`config.mk`:
```
export PLATFORM = sky130hd
export DESIGN_NAME = modrm_effective_address_cycles_core
export DESIGN_NICKNAME = d
export VERILOG_FILES = /design/src/mea_pkg.sv /design/src/modrm_effective_address_cycles_core.sv
export SDC_FILE = /design/constraint.sdc
export NUM_CORES = 1
export LEC_CHECK = 0
export BUFFER_PORTS_ARGS = -buffer_cell sky130_fd_sc_hd__clkbuf_2
export CORE_ASPECT_RATIO = 1.2
export CORE_MARGIN = 2
export CORE_UTILIZATION = 59
export CTS_CLUSTER_DIAMETER = 120
export DETAILED_ROUTE_END_ITERATION = 6
export PLACE_DENSITY = 0.85
export RECOVER_POWER = 25
export SLEW_MARGIN = 10
export SYNTH_ARGS = -nofsm -noshare
export SYNTH_HDL_FRONTEND = slang
export SYNTH_SLANG_ARGS = --single-unit
```
`constraint.sdc`:
```
create_clock -name aclk -period 8.9 [get_ports aclk]
set_input_delay 1.78 -clock aclk [delete_from_list [all_inputs] [get_ports aclk]]
set_output_delay 1.78 -clock aclk [all_outputs]
set_load 0.02 [all_outputs]
```
`src/mea_pkg.sv`:
```
package mea_pkg;

    localparam logic [1:0] MOD_NO_DISP = 2'b00;
    localparam logic [1:0] MOD_DISP8   = 2'b01;
    localparam logic [1:0] MOD_DISP16  = 2'b10;
    localparam logic [1:0] MOD_REG     = 2'b11;

    localparam logic [2:0] RM_BX_SI = 3'd0;
    localparam logic [2:0] RM_BX_DI = 3'd1;
    localparam logic [2:0] RM_BP_SI = 3'd2;
    localparam logic [2:0] RM_BP_DI = 3'd3;
    localparam logic [2:0] RM_SI    = 3'd4;
    localparam logic [2:0] RM_DI    = 3'd5;
    localparam logic [2:0] RM_BP    = 3'b110;
    localparam logic [2:0] RM_BX    = 3'd7;

    localparam logic [4:0] CLK_DIRECT   = 5'd6;
    localparam logic [4:0] CLK_ONE_REG  = 5'd5;
    localparam logic [4:0] CLK_FAST_TWO = 5'd7;
    localparam logic [4:0] CLK_SLOW_TWO = 5'd8;
    localparam logic [4:0] CLK_DISP_ADD = 5'd4;
    localparam logic [4:0] CLK_MIN_MEM  = 5'd5;

    localparam logic [1:0] DISP_NONE  = 2'd0;
    localparam logic [1:0] DISP_BYTE  = 2'd1;
    localparam logic [1:0] DISP_WORD  = 2'd2;

    typedef struct packed {
        logic        is_register;
        logic [15:0] base_a;
        logic [15:0] base_b;
        logic [15:0] disp;
        logic        stack_segment;
        logic [1:0]  disp_bytes;
        logic [4:0]  base_cycles;
        logic        word_op;
        logic [1:0]  transfers;
    } decode_t;

    typedef struct packed {
        logic        is_register;
        logic [15:0] effective_offset;
        logic        stack_segment;
        logic [1:0]  disp_bytes;
        logic [4:0]  base_cycles;
        logic        word_op;
        logic [1:0]  transfers;
    } address_t;

endpackage

```
`src/modrm_effective_address_cycles_core.sv`:
```
// 8086/8088 ModRM effective address unit, 16-bit addressing modes.
//
// Input channel (s_valid/s_ready): one beat carries the ModRM mod and r/m
// fields, both displacement bytes, BX, BP, SI and DI, the word flag and the
// transfer count. Result channel (m_valid/m_ready): one beat per input beat,
// in order, with the register flag, effective offset, default segment,
// displacement length, effective address timing and transfer penalty.
//
// cfg_wr_en/cfg_wr_data write the CPU select (1 = 8086, 0 = 8088) in the
// cycle the enable is high; change it only while the pipe is empty.
//
// An input beat passes three registered stages in order: decode, offset add,
// penalty and clock sum, the last stage being the output register.
// Throughput is one beat per cycle unless stalled. Each stage advances
// when it is empty or the stage after it moves, so a stalled receiver
// holds the result and the pipe fills behind it; s_ready drops only
// when all three stages are full.
// Synchronous active-low reset empties the pipe and selects 8086.
module modrm_effective_address_cycles_core
    import mea_pkg::*;
(
    input  logic        aclk,
    input  logic        aresetn,

    input  logic        cfg_wr_en,
    input  logic        cfg_wr_data,

    input  logic        s_valid,
    output logic        s_ready,
    input  logic [1:0]  s_mod_field,
    input  logic [2:0]  s_rm_field,
    input  logic [7:0]  s_disp_low,
    input  logic [7:0]  s_disp_high,
    input  logic [15:0] s_bx_value,
    input  logic [15:0] s_bp_value,
    input  logic [15:0] s_si_value,
    input  logic [15:0] s_di_value,
    input  logic        s_word_op,
    input  logic [1:0]  s_transfers,

    output logic        m_valid,
    input  logic        m_ready,
    output logic        m_is_register,
    output logic [15:0] m_effective_offset,
    output logic        m_stack_segment,
    output logic [1:0]  m_disp_bytes,
    output logic [4:0]  m_ea_cycles,
    output logic [3:0]  m_penalty_cycles
);

    logic     cpu_is_8086_reg;

    logic     s1_valid_reg;
    decode_t  s1_reg;
    decode_t  s1_next;
    logic     s2_valid_reg;
    address_t s2_reg;
    address_t s2_next;
    logic     s3_valid_reg;
    logic        s3_is_register_reg;
    logic [15:0] s3_offset_reg;
    logic        s3_stack_reg;
    logic [1:0]  s3_disp_bytes_reg;
    logic [4:0]  s3_ea_cycles_reg;
    logic [3:0]  s3_penalty_reg;
    logic [4:0]  s3_ea_cycles_next;
    logic [3:0]  s3_penalty_next;

    logic s1_ready;
    logic s2_ready;
    logic s3_ready;
    logic direct;
    logic has_disp;
    logic penalize;

    assign s3_ready = !s3_valid_reg || m_ready;
    assign s2_ready = !s2_valid_reg || s3_ready;
    assign s1_ready = !s1_valid_reg || s2_ready;
    assign s_ready  = s1_ready;

    always_ff @(posedge aclk) begin
        if (!aresetn) begin
            cpu_is_8086_reg <= 1'b1;
        end else if (cfg_wr_en) begin
            cpu_is_8086_reg <= cfg_wr_data;
        end
    end

    // decode: operand select, displacement, base clocks
    always_comb begin
        direct   = (s_mod_field == MOD_NO_DISP) && (s_rm_field == RM_BP);
        has_disp = (s_mod_field == MOD_DISP8) || (s_mod_field == MOD_DISP16);

        s1_next               = '0;
        s1_next.is_register   = (s_mod_field == MOD_REG);
        s1_next.word_op       = s_word_op;
        s1_next.transfers     = s_transfers;

        case (s_mod_field)
            MOD_DISP8: begin
                s1_next.disp       = {{8{s_disp_low[7]}}, s_disp_low};
                s1_next.disp_bytes = DISP_BYTE;
            end
            MOD_DISP16: begin
                s1_next.disp       = {s_disp_high, s_disp_low};
                s1_next.disp_bytes = DISP_WORD;
            end
            default: begin
                s1_next.disp       = direct ? {s_disp_high, s_disp_low} : 16'd0;
                s1_next.disp_bytes = direct ? DISP_WORD : DISP_NONE;
            end
        endcase

        case (s_rm_field)
            RM_BX_SI: begin
                s1_next.base_a      = s_bx_value;
                s1_next.base_b      = s_si_value;
                s1_next.base_cycles = CLK_FAST_TWO;
            end
            RM_BX_DI: begin
                s1_next.base_a      = s_bx_value;
                s1_next.base_b      = s_di_value;
                s1_next.base_cycles = CLK_SLOW_TWO;
            end
            RM_BP_SI: begin
                s1_next.base_a        = s_bp_value;
                s1_next.base_b        = s_si_value;
                s1_next.stack_segment = 1'b1;
                s1_next.base_cycles   = CLK_SLOW_TWO;
            end
            RM_BP_DI: begin
                s1_next.base_a        = s_bp_value;
                s1_next.base_b        = s_di_value;
                s1_next.stack_segment = 1'b1;
                s1_next.base_cycles   = CLK_FAST_TWO;
            end
            RM_SI: begin
                s1_next.base_a      = s_si_value;
                s1_next.base_cycles = CLK_ONE_REG;
            end
            RM_DI: begin
                s1_next.base_a      = s_di_value;
                s1_next.base_cycles = CLK_ONE_REG;
            end
            RM_BP: begin
                s1_next.base_a        = direct ? 16'd0 : s_bp_value;
                s1_next.stack_segment = !direct;
                s1_next.base_cycles   = direct ? CLK_DIRECT : CLK_ONE_REG;
            end
            RM_BX: begin
                s1_next.base_a      = s_bx_value;
                s1_next.base_cycles = CLK_ONE_REG;
            end
            default: begin
                s1_next.base_a      = s_bx_value;
                s1_next.base_cycles = CLK_ONE_REG;
            end
        endcase

        if (has_disp) begin
            s1_next.base_cycles = s1_next.base_cycles + CLK_DISP_ADD;
        end

        // register operand: zero every memory field
        if (s1_next.is_register) begin
            s1_next.base_a        = '0;
            s1_next.base_b        = '0;
            s1_next.disp          = '0;
            s1_next.stack_segment = 1'b0;
            s1_next.disp_bytes    = DISP_NONE;
            s1_next.base_cycles   = '0;
            s1_next.word_op       = 1'b0;
        end
    end

    // offset add, modulo 65536
    always_comb begin
        s2_next.is_register      = s1_reg.is_register;
        s2_next.effective_offset = s1_reg.base_a + s1_reg.base_b + s1_reg.disp;
        s2_next.stack_segment    = s1_reg.stack_segment;
        s2_next.disp_bytes       = s1_reg.disp_bytes;
        s2_next.base_cycles      = s1_reg.base_cycles;
        s2_next.word_op          = s1_reg.word_op;
        s2_next.transfers        = s1_reg.transfers;
    end

    // transfer penalty and clock total
    always_comb begin
        penalize = s2_reg.word_op &&
                   (!cpu_is_8086_reg || s2_reg.effective_offset[0]);
        s3_penalty_next   = penalize ? {s2_reg.transfers, 2'b00} : 4'd0;
        s3_ea_cycles_next = s2_reg.base_cycles + {1'b0, s3_penalty_next};
    end

    always_ff @(posedge aclk) begin
        if (!aresetn) begin
            s1_valid_reg <= 1'b0;
            s2_valid_reg <= 1'b0;
            s3_valid_reg <= 1'b0;
        end else begin
            if (s1_ready) begin
                s1_valid_reg <= s_valid;
            end
            if (s2_ready) begin
                s2_valid_reg <= s1_valid_reg;
            end
            if (s3_ready) begin
                s3_valid_reg <= s2_valid_reg;
            end
        end
    end

    always_ff @(posedge aclk) begin
        if (s1_ready && s_valid) begin
            s1_reg <= s1_next;
        end
        if (s2_ready && s1_valid_reg) begin
            s2_reg <= s2_next;
        end
        if (s3_ready && s2_valid_reg) begin
            s3_is_register_reg <= s2_reg.is_register;
            s3_offset_reg      <= s2_reg.effective_offset;
            s3_stack_reg       <= s2_reg.stack_segment;
            s3_disp_bytes_reg  <= s2_reg.disp_bytes;
            s3_ea_cycles_reg   <= s3_ea_cycles_next;
            s3_penalty_reg     <= s3_penalty_next;
        end
    end

    assign m_valid            = s3_valid_reg;
    assign m_is_register      = s3_is_register_reg;
    assign m_effective_offset = s3_offset_reg;
    assign m_stack_segment    = s3_stack_reg;
    assign m_disp_bytes       = s3_disp_bytes_reg;
    assign m_ea_cycles        = s3_ea_cycles_reg;
    assign m_penalty_cycles   = s3_penalty_reg;

endmodule

```
==> impl_results.md, run 1 <==
- Mapped Avg Cell Area: 13.4 sq um
- LEAKAGE: 3.04 nW
- Period utilization: 50.5%
- Synthesis-to-layout area growth: 23.3%
- Critical hold path startpoint: s1_reg[0]
- Clock root cell: clkbuf_16
- Status: finished, violations left
- H-Tree Depth: 4
- Synth top cells by count: 113 x edfxtp_1, 36 x nor2_1, 26 x nand2_1
- R2r worst-path depth: 9
- #FFs+latches synth: 117
- Post_cts resized: 0
- Clock buffer count from CTS: 17
- Worst Tran Pin Value: 1370 ps
- Post-route ant nets: 0
- Die area: 0.0108 sq mm
- IO Port Bufs: 122
- Yosys warns: 0
- DP HPWL: 8540 microns
- CTS Buffer Depth: 2
- Ys flop type: edfxtp_1
- Hold Path Stages: 0
- Antenna Cells: 0
- Worst r2r dst: s2_reg[24]
- Initial Util: 59.9%
- Synth cell types: 53
- Placer Congestion: 0.817
- Mapped Area: 0.00591 sq mm
- Most numerous cell in the Yosys netlist: edfxtp_1
- Async SR Flop Fraction: 0%
- CP arrival: 2720 ps
- Max reg flops: 59
- Share of cells above drive strength 1: 29.6%
- Hold Crit Endpoint: s2_reg[0]
- # Max-Cap Violations: 0
- Crit start category: primary input
- Setup TNS: 0 ps
- WL/cell: 17.2 microns
- DRT iter0 DRCs: 268
- Critical path fanouts, max: 6
- CTS sink cnt: 117
- Required @ worst endpoint: 7120 ps
- Post-synth top area share: 57.4%
- Die height: 114 microns
- Clk_skew: 8.75 ps
- Critical path class: primary input to output pin
- Final Util: 73.9%
- Multi-input logic area: 0.00228 sq mm
- Total core area: 0.00986 sq mm
- Fin. Hold Viols: 0
- FF+latch area: 0.00347 sq mm
- Row count: 40
- GRT Util Overall: 24.2%
- Die width: 95.4 microns
- Initial antenna violation count: 0
- Largest area contributor in the netlist: edfxtp_1
- First-pass GRT wire length: 19500 microns
- Fill cells: 623
- Relative slew slack: 8.46%
- DRT Wirelength: 12100 microns
- Final number of setup-violating endpoints: 0
- Sequential cell area fraction in the yosys report: 58.8%
- R2r startpoint: s1_reg[12]
- Vias in the first global route: 3998
- Minimum clock period: 4500 ps
- Nets@finish: 700
- Overall power: 1.80 mW
- Largest net degree at the start of global routing: 60
- Flop2flop setup slack: 5560 ps
- Post-synth EDFFs: 113
- # DRC: 3
- # IOs: 125
- CP Capture Type: output pin
- Fin. max-slew vios: 0
- Fmax: 222 MHz
- Gr ovfl total: 0
- Clk pin slew, worst setup/hold paths: 60 ps
- Drt first pass iters: 7
- Post-CTS setup buffer count: 0
- Vias: 4020
- CTS tree: yes
- Top post-synthesis cells by area: edfxtp_1 57%, fa_1 5.8%, ha_1 4.4%
- Cell Pwr Density: 247 mW/mm^2
- Peak VDD IR: 0.000144 V
- Post-Syn Instances: 442
- Worst-Skew Late Latency: 410 ps
- Tightest Hold Check Type: flop to flop
- Unrepaired setup endpoints after global routing: false
- # hold bufs at CTS: 0
- Vias per std cell: 5.69
- Failing checks: DRC
## per-stage QoR
stage          setup WS (ps)  std cells  hold WS [ps]  cell area [sq um]
2_1_floorplan           3520        443           400               5910
3_5_place_dp            4450        675           405               6640
4_1_cts                 4420        707           412               7300
6_report                4400        707           412               7290
3_3_place_gp            4520        675           401               6640
5_1_grt                 4350        707           423               7290
## kinds of logic (layout without fill, tap and decap cells)
| family | count (synthesis) | in the layout | share of synthesized area [%] |
|---|---|---|---|
| AO/OA/AOI/OAI | 105 | 105 | 13.0 |
| XOR/XNOR | 12 | 12 | 1.78 |
| adder cells (fa/ha/maj) | 38 | 38 | 10.2 |
| buffers and inverters | 42 | 180 | 2.99 |
| flip-flops | 117 | 117 | 58.8 |
| multiplexers | 32 | 32 | 5.76 |
| other | 1 | 2 | 0.0635 |
| AND/OR/NAND/NOR | 95 | 95 | 7.47 |
## critical path: stages
cell,delay [ps]
clkbuf_1,100
nor2b_1,480
nand3_1,170
clkbuf_2,190
## power breakdown
group	internal [mW]	leakage, nW	switching, mW
Combinational	0.146	1.62	0.201
Sequential	0.682	1.10	0.0201
Clock	0.521	0.309	0.233
## placed cells by master, fill, tap and decap left out, types with 4 or more instances in the layout
cell,netlist,layout
ha_1,21,21
a21o_1,11,11
and2_1,9,9
clkbuf_2,0,119
o21ai_0,22,22
dfxtp_1,4,4
inv_1,22,22
a22oi_1,13,13
clkbuf_1,8,4
a21oi_1,9,10
clkbuf_16,0,17
a211oi_1,6,6
mux2_2,13,13
fa_1,17,17
nor2b_1,6,5
nand2_1,26,26
clkinv_1,0,4
a22o_1,16,16
xnor2_1,7,7
nor2_1,36,36
bufinv_16,0,6
mux2i_1,16,16
edfxtp_1,113,113
xor2_1,5,5
## layout make-up
class	instances	share of cell area, %
inverters	22	1.13
clock inverters	15	3.23
clock buffers	17	5.84
repair buffers	126	8.69
multi-input cells	284	31.3
well taps	126	2.16
flip-flops and latches	117	47.7
## per-layer routing
layer  part of all wire, %  vias to the layer above  track usage, %
li1                      -                     1915               -
met1                    39                     1884            28.6
met2                    51                      181            40.6
met3                   6.6                       40            6.67
met4                   3.3                        0            12.0
met5                     0                        -               0
## how the worst max path moves through the flow
stage | start | to | slack (ps)
after CTS | m_ready | s_ready | 4420
after floorplan | m_ready | s1_reg[0] | 3520
final | m_ready | s_ready | 4400
after global placement | m_ready | s_ready | 4520
after global routing | m_ready | s_ready | 4350
after detailed placement | m_ready | s_ready | 4450
(Power assumes the default switching activity.)
==> run 2, diff against run 1 <==
--- a/config.mk
+++ b/config.mk
@@ -8,10 +8,10 @@
 export BUFFER_PORTS_ARGS = -buffer_cell sky130_fd_sc_hd__clkbuf_2
 export CORE_ASPECT_RATIO = 1.2
 export CORE_MARGIN = 2
-export CORE_UTILIZATION = 59
+export CORE_UTILIZATION = 55
 export CTS_CLUSTER_DIAMETER = 120
 export DETAILED_ROUTE_END_ITERATION = 6
-export PLACE_DENSITY = 0.85
+export PLACE_DENSITY = 0.8
 export RECOVER_POWER = 25
 export SLEW_MARGIN = 10
 export SYNTH_ARGS = -nofsm -noshare
==> constraint.sdc (replaced) <==
create_clock -name aclk -period 4.4 [get_ports aclk]
set_input_delay 0.88 -clock aclk [delete_from_list [all_inputs] [get_ports aclk]]
set_output_delay 0.88 -clock aclk [all_outputs]
set_load 0.02 [all_outputs]
==> impl_results.md, run 2 (synthesized netlist as in run 1, its figures left out) <==
- Unrepaired setup endpoints after global routing: false
- Minimum clock period: 3100 ps
- DRT iter0 DRCs: 189
- Cell Pwr Density: 464 mW/mm^2
- Initial antenna violation count: 0
- Critical path fanouts, max: 4
- Worst Tran Pin Value: 1460 ps
- Status: completed
- Post_cts resized: 0
- Tightest Hold Check Type: flop to flop
- CTS sink cnt: 117
- # DRC: 0
- Fmax: 323 MHz
- Initial Util: 56.2%
- Final number of setup-violating endpoints: 0
- Antenna Cells: 0
- Gr ovfl total: 0
- Fin. Hold Viols: 0
- IO Port Bufs: 122
- Die area: 0.0116 sq mm
- Die width: 98.6 microns
- Post-CTS setup buffer count: 0
- CP arrival: 3250 ps
- Period utilization: 70.4%
- Setup TNS: 0 ps
- Peak VDD IR: 0.000205 V
- Pre-CTS setup slack: 1320 ps
- Max reg flops: 59
- Fill cells: 726
- Vias: 3900
- DRT Wirelength: 11300 microns
- Setup ws final: 1300 ps
- Flop2flop setup slack: 1300 ps
- Total core area: 0.0105 sq mm
- Critical path class: flop to flop
- LEAKAGE: 2.99 nW
- Multi-input logic area: 0.00228 sq mm
- DP HPWL: 8240 microns
- Clk pin slew, worst setup/hold paths: 50 ps
- Clock buffer count from CTS: 17
- Vias in the first global route: 3925
- Worst-Skew Late Latency: 410 ps
- # Max-Cap Violations: 0
- Clock root cell: clkbuf_16
- First-pass GRT wire length: 18700 microns
- Relative slew slack: 2.60%
- Clk_skew: 6.42 ps
- Vias per std cell: 5.49
- H-Tree Depth: 4
- WL/cell: 15.9 microns
- CTS Buffer Depth: 2
- Post-route ant nets: 0
- Most frequent cells in the layout: 120 x clkbuf_2, 113 x edfxtp_1, 36 x nor2_1, 26 x nand2_1
- Die height: 118 microns
- Required @ worst endpoint: 4550 ps
- Share of cells above drive strength 1: 29.8%
- Final Non-Filler Cells: 710
- # IOs: 125
- GRT Util Overall: 20.7%
- Placed insts: 678
- Fin. max-slew vios: 0
- Placed cell areas: 0.00664 sq mm
- Crit start category: flop
- Drt first pass iters: 5
- CP Capture Type: flop
- Nets@finish: 700
- Placer Congestion: 0.888
- Synthesis-to-layout area growth: 21.4%
- Largest net degree at the start of global routing: 60
- Hold Path Stages: 0
- Design Area, Final: 0.00717 sq mm
- Row count: 41
- # hold bufs at CTS: 0
- R2r worst-path depth: 9
- Most common cell after layout, fill and taps aside: clkbuf_2
- FF+latch area: 0.00347 sq mm
- CTS tree: yes
run 2: cell types whose count changed in the layout (fill, tap and decap cells not counted), sizes merged:
cell    change
bufinv      -5
clkbuf      +5
run 2: layout make-up:
type | count | share of cell area [%]
clock buffers | 22 | 6.33
clock inverters | 10 | 1.20
inverters | 22 | 1.15
multi-input cells | 284 | 31.8
flip-flops and latches | 117 | 48.4
well taps | 129 | 2.25
repair buffers | 126 | 8.84
run 2: worst max-delay path, stage by stage, from the launching register on:
cell      delay [ps]
edfxtp_1         430
fa_1             560
ha_1             190
inv_1             60
fa_1             390
nand2b_1         170
a21oi_2          210
a41oi_2          210
o2111a_1         270
or3_1            360
run 2: final timing paths:
path,startpoint,endpoint
max,s1_reg[12],s2_reg[24]
min,s2_reg[24],m_effective_offset[13]
max reg2reg,s1_reg[12],s2_reg[24]
min reg2reg,s2_reg[24],m_effective_offset[13]
run 2: power by group:
group | switching (mW) | internal (mW)
Sequential | 0.0383 | 1.38
Clock | 0.447 | 0.783
Combinational | 0.387 | 0.291
Total | 0.873 | 2.45
run 2: through the flow:
step           hold WS [ps]  power (mW)  utilization (%)
2_1_floorplan           400        1.92                -
3_3_place_gp            401        2.07             63.2
3_5_place_dp            405        2.10             63.2
4_1_cts                 414        3.34             68.3
5_1_grt                 418        3.49             68.2
6_report                413        3.33             68.2
run 2: routing by layer:
metal	share of wire (%)	track usage, %	up-vias
li1	-	-	1908
met1	40	24.9	1797
met2	51	33.6	174
met3	6.3	5.70	21
met4	2.4	11.2	0
met5	0	0	-
==> run 3, diff against run 2 <==
--- a/config.mk
+++ b/config.mk
@@ -8,10 +8,10 @@
 export BUFFER_PORTS_ARGS = -buffer_cell sky130_fd_sc_hd__clkbuf_2
 export CORE_ASPECT_RATIO = 1.2
 export CORE_MARGIN = 2
-export CORE_UTILIZATION = 55
+export CORE_UTILIZATION = 50
 export CTS_CLUSTER_DIAMETER = 120
 export DETAILED_ROUTE_END_ITERATION = 6
-export PLACE_DENSITY = 0.8
+export PLACE_DENSITY = 0.77
 export RECOVER_POWER = 25
 export SLEW_MARGIN = 10
 export SYNTH_ARGS = -nofsm -noshare
==> constraint.sdc (replaced) <==
create_clock -name aclk -period 2.73 [get_ports aclk]
set_input_delay 0.546 -clock aclk [delete_from_list [all_inputs] [get_ports aclk]]
set_output_delay 0.546 -clock aclk [all_outputs]
set_load 0.02 [all_outputs]
==> impl_results.md, run 3 (synthesized netlist as in run 1, its figures left out) <==
- Nets@finish: 714
- Most common cell after layout, fill and taps aside: clkbuf_2
- Cell Chain, Critical Path: fa_1 -> ha_2 -> inv_2 -> fa_2 -> nand2b_4 -> a21oi_4 -> a41oi_2 -> o2111a_1 -> or3_1
- Vias in the first global route: 3936
- Gr ovfl total: 0
- Final number of setup-violating endpoints: 1
- Post-route ant nets: 0
- DP HPWL: 8850 microns
- # hold bufs at CTS: 0
- Die width: 103 microns
- Max reg flops: 59
- Unrepaired setup endpoints after global routing: true
- Worst Tran Pin Value: 1170 ps
- Clk pin slew, worst setup/hold paths: 50 ps
- Placer Congestion: 0.792
- CP arrival: 2950 ps
- Share of cells above drive strength 1: 31.6%
- Minimum clock period: 2800 ps
- Die height: 123 microns
- Die area: 0.0127 sq mm
- CP bufs+invs: 1
- # IOs: 125
- Hold Crit Endpoint: s1_reg[1]
- Vias per std cell: 5.32
- Synthesis-to-layout area growth: 25.4%
- Clock buffer count from CTS: 17
- CP Capture Type: flop
- Worst-Skew Late Latency: 410 ps
- LEAKAGE: 3.09 nW
- Initial antenna violation count: 0
- Failing checks: setup timing
- DRT iter0 DRCs: 196
- CTS tree: yes
- Cell Pwr Density: 765 mW/mm^2
- Flop2flop setup slack: -70 ps
- Row count: 43
- Antenna Cells: 0
- Required @ worst endpoint: 2880 ps
- Peak VDD IR: 0.000388 V
- CTS sink cnt: 117
- Critical hold path startpoint: s_transfers[1]
- Largest net degree at the start of global routing: 60
- DRT Wirelength: 11600 microns
- Setup ws final: -72.3 ps
- Critical path fanouts, max: 2
- Fin. Hold Viols: 0
- # DRC: 0
- Tightest Hold Check Type: primary input to flop
- Relative slew slack: 21.7%
- R2r worst-path depth: 9
- Hold Path Stages: 1
- WL/cell: 15.4 microns
- Worst Setup SP: s1_reg[44]
- Worst r2r dst: s2_reg[24]
- Most frequent cells in the layout: 114 x clkbuf_2, 113 x edfxtp_1, 36 x nor2_1, 26 x nand2_1
- GRT Util Overall: 19.8%
- IO Port Bufs: 122
- Delay-heaviest family, CP: adder cells
- Clock root cell: clkbuf_16
- # Max-Cap Violations: 0
- Vias: 4003
- Status: finished, violations left
- Placed insts: 719
- R2r startpoint: s1_reg[44]
- Initial Util: 51.1%
- Critical path class: flop to flop
- Period utilization: 103%
- Final Util: 64.1%
- Clk_skew: 8.77 ps
- Fmax: 357 MHz
- Critical path's slowest cell: fa_1
- Crit start category: flop
- CP peak stage delay: 550 ps
- CTS Buffer Depth: 2
- CP Depth: 9
- Drt first pass iters: 4
- First-pass GRT wire length: 18500 microns
- Total core area: 0.0116 sq mm
- Final Non-Filler Cells: 752
- H-Tree Depth: 4
- Final Hold Slack: 310 ps
- Fin. max-slew vios: 0
==> run 3: cell count changes in the layout (fill, tap and decap cells not counted), sizes merged <==
cell,before,now
bufinv,1,3
clkinvlp,3,2
clkinv,6,5
buf,3,17
==> run 3: layout make-up <==
class | instances | area (sq um)
fill | 869 | 4160
sequential | 117 | 3470
multi-input combinational | 284 | 2320
timing repair buffer | 140 | 744
clock buffer | 22 | 464
tap | 157 | 196
clock inverter | 10 | 129
inverter | 22 | 82.6
==> run 3: worst max-delay path by stage <==
stage,endpoint
floorplan,s2_reg[24]
global placement,s2_reg[24]
detailed placement,s2_reg[24]
CTS,s2_reg[24]
global route,s2_reg[24]
finish,s2_reg[24]
==> run 3: through the flow <==
stage | setup WS [ps] | TNS [ps] | total power [mW] | instance area, sq um
2_1_floorplan | -49.5 | -49.5 | 3.12 | 5950
3_3_place_gp | -57.4 | -57.4 | 3.43 | 6810
3_5_place_dp | -118 | -144 | 3.47 | 6810
4_1_cts | -109 | -109 | 5.69 | 7410
5_1_grt | -190 | -290 | 5.94 | 7410
6_report | -72.3 | -72.3 | 5.67 | 7410
==> run 3: timing repair <==
item,CTS,global route
gates resized for setup,2,5
setup endpoints to repair,2,7
pin swaps,8,2
setup buffers,1,0
==> run 3: routing by layer <==
| metal | global-route usage, % | vias to the layer above | routed length (microns) |
|---|---|---|---|
| li1 | - | 1938 | - |
| met1 | 24.3 | 1863 | 4670 |
| met2 | 31.5 | 174 | 5790 |
| met3 | 5.94 | 28 | 805 |
| met4 | 10.1 | 0 | 302 |
| met5 | 0 | - | 0 |
==> run 3: report_power, final <==
| part | leakage [nW] | internal, mW | switching (mW) | total [mW] |
|---|---|---|---|---|
| registers | 1.10 | 2.22 | 0.0585 | 2.28 |
| logic | 1.70 | 0.540 | 0.661 | 1.20 |
| clock network | 0.287 | 1.47 | 0.722 | 2.19 |
| total | 3.09 | 4.23 | 1.44 | 5.67 |
